==> src/rtl/rma_pkg.sv <==
package rma_pkg;

    // Default build-time sizes
    localparam int DEF_CAPACITY    = 1024;
    localparam int DEF_VALUE_WIDTH = 32;

    // Fixed field widths
    localparam int SAMPLE_W = 32;
    localparam int SUM_W    = 16;

    // Modulus after reset
    localparam logic [SUM_W-1:0] MODULUS_RESET = 16'd10000;

    // Command codes of an input item
    localparam logic CMD_INSERT  = 1'b0;
    localparam logic CMD_RESTART = 1'b1;

    // Commands from the controller to the datapath
    typedef struct packed {
        logic load;        // latch the accepted item
        logic judge;       // decide overflow flag
        logic restart;     // empty the store and clear the sum
        logic rd_scan;     // read the neighbour below the insert position
        logic shift;       // move the neighbour up one place
        logic place;       // write the new value and bump the count
        logic rd_med;      // read the median entry
        logic cap_med;     // capture the median
        logic sum_wrap;    // add the median with plain 16-bit wrap
        logic mod_start;   // start the remainder unit
        logic mod_step;    // one restoring step
        logic mod_commit;  // store the remainder as the new sum
        logic out_load;    // fill the output register
    } rma_cmd_t;

    // Status from the datapath to the controller
    typedef struct packed {
        logic is_restart;
        logic full;
        logic pos_zero;
        logic pos_one;
        logic gt;
        logic mod_zero;
        logic mod_done;
    } rma_stat_t;

endpackage

==> src/rtl/rma_ctrl.sv <==
module rma_ctrl (
    input  logic               clk,
    input  logic               rst_n,
    input  logic               in_valid,
    output logic               in_ready,
    output logic               out_valid,
    input  logic               out_ready,
    input  rma_pkg::rma_stat_t stat,
    output rma_pkg::rma_cmd_t  cmd
);
    import rma_pkg::*;

    typedef enum logic [3:0] {
        S_IDLE,
        S_DECIDE,
        S_SCAN,
        S_PLACE,
        S_MED_RD,
        S_MED_WAIT,
        S_ACCUM,
        S_MOD,
        S_FINISH
    } state_t;

    state_t state_reg;
    state_t state_next;
    logic   out_valid_reg;
    logic   out_valid_next;
    logic   slot_free;

    assign in_ready  = (state_reg == S_IDLE);
    assign out_valid = out_valid_reg;
    assign slot_free = !out_valid_reg || out_ready;

    // Sequence the item through scan, median read and remainder
    always_comb
    begin
        cmd            = '0;
        state_next     = state_reg;
        out_valid_next = out_valid_reg;
        if (out_valid_reg && out_ready)
        begin
            out_valid_next = 1'b0;
        end
        case (state_reg)
            S_IDLE:
            begin
                if (in_valid)
                begin
                    cmd.load   = 1'b1;
                    state_next = S_DECIDE;
                end
            end
            S_DECIDE:
            begin
                cmd.judge = 1'b1;
                if (stat.is_restart)
                begin
                    cmd.restart = 1'b1;
                    state_next  = S_FINISH;
                end
                else if (stat.full)
                begin
                    state_next = S_FINISH;
                end
                else if (stat.pos_zero)
                begin
                    state_next = S_PLACE;
                end
                else
                begin
                    cmd.rd_scan = 1'b1;
                    state_next  = S_SCAN;
                end
            end
            S_SCAN:
            begin
                if (stat.gt)
                begin
                    cmd.shift = 1'b1;
                    if (stat.pos_one)
                    begin
                        state_next = S_PLACE;
                    end
                    else
                    begin
                        cmd.rd_scan = 1'b1;
                    end
                end
                else
                begin
                    state_next = S_PLACE;
                end
            end
            S_PLACE:
            begin
                cmd.place  = 1'b1;
                state_next = S_MED_RD;
            end
            S_MED_RD:
            begin
                cmd.rd_med = 1'b1;
                state_next = S_MED_WAIT;
            end
            S_MED_WAIT:
            begin
                cmd.cap_med = 1'b1;
                state_next  = S_ACCUM;
            end
            S_ACCUM:
            begin
                if (stat.mod_zero)
                begin
                    cmd.sum_wrap = 1'b1;
                    state_next   = S_FINISH;
                end
                else
                begin
                    cmd.mod_start = 1'b1;
                    state_next    = S_MOD;
                end
            end
            S_MOD:
            begin
                if (stat.mod_done)
                begin
                    cmd.mod_commit = 1'b1;
                    state_next     = S_FINISH;
                end
                else
                begin
                    cmd.mod_step = 1'b1;
                end
            end
            S_FINISH:
            begin
                if (slot_free)
                begin
                    cmd.out_load   = 1'b1;
                    out_valid_next = 1'b1;
                    state_next     = S_IDLE;
                end
            end
            default:
            begin
                state_next = S_IDLE;
            end
        endcase
    end

    // Hold state and the output valid flag
    always_ff @(posedge clk or negedge rst_n)
    begin
        if (!rst_n)
        begin
            state_reg     <= S_IDLE;
            out_valid_reg <= 1'b0;
        end
        else
        begin
            state_reg     <= state_next;
            out_valid_reg <= out_valid_next;
        end
    end

`ifndef SYNTHESIS
    a_busy_after_accept: assert property (@(posedge clk) disable iff (!rst_n)
        (in_valid && in_ready) |=> !in_ready)
        else $error("input taken while an item is still in work");

    a_load_into_free_slot: assert property (@(posedge clk) disable iff (!rst_n)
        cmd.out_load |-> (!out_valid_reg || out_ready))
        else $error("output register overwritten before it was taken");
`endif

endmodule

==> config.mk <==
export PLATFORM = sky130hd
export DESIGN_NAME = rma_ctrl
export DESIGN_NICKNAME = d
export VERILOG_FILES = /design/src/rtl/rma_pkg.sv /design/src/rtl/rma_ctrl.sv
export SDC_FILE = /design/constraint.sdc
export NUM_CORES = 1
export LEC_CHECK = 0
export ABC_AREA = 0
export BUFFER_PORTS_ARGS = -buffer_cell sky130_fd_sc_hd__clkbuf_2
export CELL_PAD_IN_SITES_DETAIL_PLACEMENT = 1
export CELL_PAD_IN_SITES_GLOBAL_PLACEMENT = 2
export CORE_UTILIZATION = 20
export CTS_BUF_LIST = sky130_fd_sc_hd__clkbuf_8
export CTS_CLUSTER_DIAMETER = 100
export DETAILED_ROUTE_END_ITERATION = 8
export PLACE_DENSITY = 0.78
export SLEW_MARGIN = 20
export SYNTH_ARGS = -nofsm -noshare
export SYNTH_HDL_FRONTEND = slang
export SYNTH_SLANG_ARGS = --single-unit
==> constraint.sdc <==
create_clock -name clk -period 1.4 [get_ports clk]
set_input_delay 0.21 -clock clk [delete_from_list [all_inputs] [get_ports clk]]
set_output_delay 0.21 -clock clk [all_outputs]
set_load 0.05 [all_outputs]
==> impl_metrics.csv <==
group,metric,value,unit
pwr,power,2.99,mW
sta,fmax,0.567,GHz
sta,setup_viol,17,
sta,post-route-min-period,1.76,ns
yosys,ys_top_cells_by_count,"7 x nor2_1, 6 x nand2_1, 5 x dfrtp_1",
finish,drive_gt1_share,69.5,%
yosys,synthCells,56,
route,drc,0,
critical_path,startpoint_type,"register",
yosys,synth_compound_area_share,23.9,%
critical_path,cp.arrival,1.55,ns
placed_design,post-place-cells,117,
pwr,internal_power,1.64,mW
clock_tree,numCtsBuffers,3,
sta,relSlewSlack,79.6,%
pwr,sequentialPowerShare,9.2,%
clock_tree,clockBufferDepth,2,
flow_run,cap_violations,0,
yosys,synth_edf_count,0,
yosys,async_flop_share,100,%
clock_tree,ctsRootBufferMaster,"clkbuf_8",
route,drt.antenna.violating_nets,0,
pwr,peakVddDrop,0.00131,V
sta,fin_crit_sh,126,%
route,dr.pass1.iters,3,
yosys,ys_ff_latch,5,
finish,synthToLayoutAreaGrowth,160,%
pwr,clock_power_share,8.8,%
sta,rsz0062_at_grt,"true",
route,dr.first_iter.drc_count,6,
pwr,p_sw,1.35,mW
yosys,yosys-mux-area-fraction,0,%
pwr,p_comb_share,82.0,%
sta,tightest_slew,0.306,ns
critical_path,critPathRequiredTime,1.19,ns
route,wl,1980,um
clock_tree,clk_pin_slew_worst_paths,0.04,ns
route,vias,629,
critical_path,cpMaxStageDelayCell,"or4b_4",
critical_path,cp-end-kind,"output port",
sta,hold_violations,0,
yosys,yosys.area.top_type_share,28.2,%
yosys,ys_types,28,
critical_path,cp_cell_sequence,"or4b_4, o22ai_4, buf_8",
yosys,synth_ff_type,"dfrtp_1",
pwr,switching_share,45.3,%
die,rows,16,
finish,fin_cells,132,
yosys,synthAdderAreaFrac,0,%
sta,drv_slew,0,
clock_tree,cts_tree,"yes",
yosys,synth_top_area_cell,"dfrtp_1",
status,status,"finished with violations",
clock_tree,cts.sinks,5,
status,violations,"negative setup slack",
pwr,leakage,0.519,nW
global_route,grt_first_pass_wirelength,3230,um
route,wl_per_cell,15.0,um
clock_tree,htreeDepth,1,
sta,hold-worst-slack,0.321,ns
yosys,synth_xor_xnor_area_share,0,%
global_route,grt_max_degree,10,
finish,fillCellCount,223,
die,core,2020,um^2
die,die_y,49.1,um
global_route,grt.total_usage,18.3,%
route,avgViaCountPerCell,4.77,
yosys,syn_avg_cell_area,7.93,um^2
critical_path,worst-path-max-fanout,3,
yosys,synth_top_family_by_area,"simple AND/OR/NAND/NOR gates",
finish,final_nets,117,
worst_hold_path,hold_class,"input port to register",
finish,largest_reg_flops,4,
global_route,grt_overflow_total,0,
die,die_w,49.1,um
yosys,yosys_warnings,0,
yosys,netlist_area,444,um^2
sta,finalClockSkew,0.00178,ns
placed_design,finalWeightedCongestion,0.705,
placed_design,place_hpwl,1180,um
critical_path,crit_type,"register to output port",
finish,multi_input_area,443,um^2
yosys,synth_simple_gate_area_share,39.4,%
finish,diodes,0,
die,pin_count,26,
global_route,antenna_found_initial,0,
global_route,grt_pass1_vias,663,
yosys,synth.most_common_cell,"nor2_1",
yosys,synthTopCellsByArea,"dfrtp_1 28%, nor2_1 5.9%, nand2b_1 5.6%",
pwr,power_density,2590,nW/um^2
finish,ff_latch_area,125,um^2
placed_design,io_buffers,25,
clock_tree,insertion_delay,0.22,ns
yosys,synth_fp_nets,67,
critical_path,slowest_delay,0.59,ns
die,start_util,22.0,%
die,die_area,2410,um^2
yosys,ys_seq_area_share,28.2,%
sta,worst_slack,-0.362,ns
-- metrics by stage --
step | util, % | TNS [ns] | setup slack [ns] | cell area, um^2
3_5_place_dp | 39.7 | -1.84 | -0.234 | 802
3_3_place_gp | 39.7 | -1.37 | -0.212 | 802
4_1_cts | 55.1 | -3.65 | -0.379 | 1110
6_report | 57.2 | -3.75 | -0.362 | 1160
2_1_floorplan | - | -2.71 | -0.569 | 557
5_1_grt | 57.2 | -4.76 | -0.402 | 1160
-- layout by cell type, fill, tap and decap left out, types with 2 or more instances in the layout --
cell type,Yosys,final
buf_4,0,16
clkbuf_2,0,11
clkbuf_8,0,8
buf_6,1,7
nand2_1,6,6
dfrtp_1,5,5
buf_8,0,5
nor2_4,0,4
inv_1,3,4
nor2_1,7,3
nand2b_4,0,2
nor3_4,0,2
and2_4,0,2
nand2b_1,4,2
o22ai_4,0,2
a31oi_1,2,2
clkbuf_16,0,2
buf_12,0,2
-- layer usage --
layer | share of wire (%) | routed length, um | track usage, %
met1 | 38 | 760 | 19.4
met2 | 59 | 1170 | 37.4
met3 | 2.2 | 44 | 1.87
met4 | 0.25 | 5 | 4.41
met5 | 0 | 0 | 0
-- logic make-up after synthesis --
logic type,count (synthesis)
DFF,5
and+or+nand+nor,30
buffers and inverters,7
AOI/OAI and AO/OA,14
-- area by class of cell --
type	count	area share, %
well taps	27	2.92
flip-flops and latches	5	10.8
clock inverters	1	0.325
multi-input cells	44	38.3
repair buffers	49	43.1
clock buffers	3	3.57
inverters	3	0.974
-- worst max-delay path: cells and delay by family, from the launching register on --
| family | cells | cell delay [ns] |
|---|---|---|
| buffers and inverters | 1 | 0.17 |
| flip-flops | 1 | 0.39 |
| AND/OR/NAND/NOR | 1 | 0.59 |
| AO/OA/AOI/OAI | 1 | 0.18 |
-- final timing paths --
check	start	end	slack, ns	cells after the start
worst min register to register	out_valid$_DFF_PN0_	out_valid$_DFF_PN0_	0.56	2
max in group asynchronous	rst_n	state_reg[3]$_DFFE_PN0P_	0.91	2
min in group asynchronous	rst_n	state_reg[0]$_DFFE_PN0P_	0.34	2
worst min-delay path	out_ready	out_valid$_DFF_PN0_	0.32	3
worst max-delay path	state_reg[2]$_DFFE_PN0P_	cmd[9]	-0.36	3
worst max register to register	state_reg[2]$_DFFE_PN0P_	state_reg[3]$_DFFE_PN0P_	-0.18	4
-- what timing repair did --
item,CTS,global route
pin swaps,5,9
endpoints found under the setup margin,17,17
cloned,1,0
resized for setup,43,9
buffers inserted,6,5
hold buffers,1,0
hold endpoints to repair,5,0
-- power groups by stage --
stage / sequential (mW) / combinational, mW / clock (mW)
after floorplan: 0.326 / 1.16 / 0
after detailed placement: 0.269 / 1.69 / 0
after CTS: 0.267 / 2.30 / 0.274
after global routing: 0.284 / 2.59 / 0.282
final: 0.274 / 2.45 / 0.264
after global placement: 0.258 / 1.67 / 0
No activity file was read; power rests on OpenSTA's default activity.
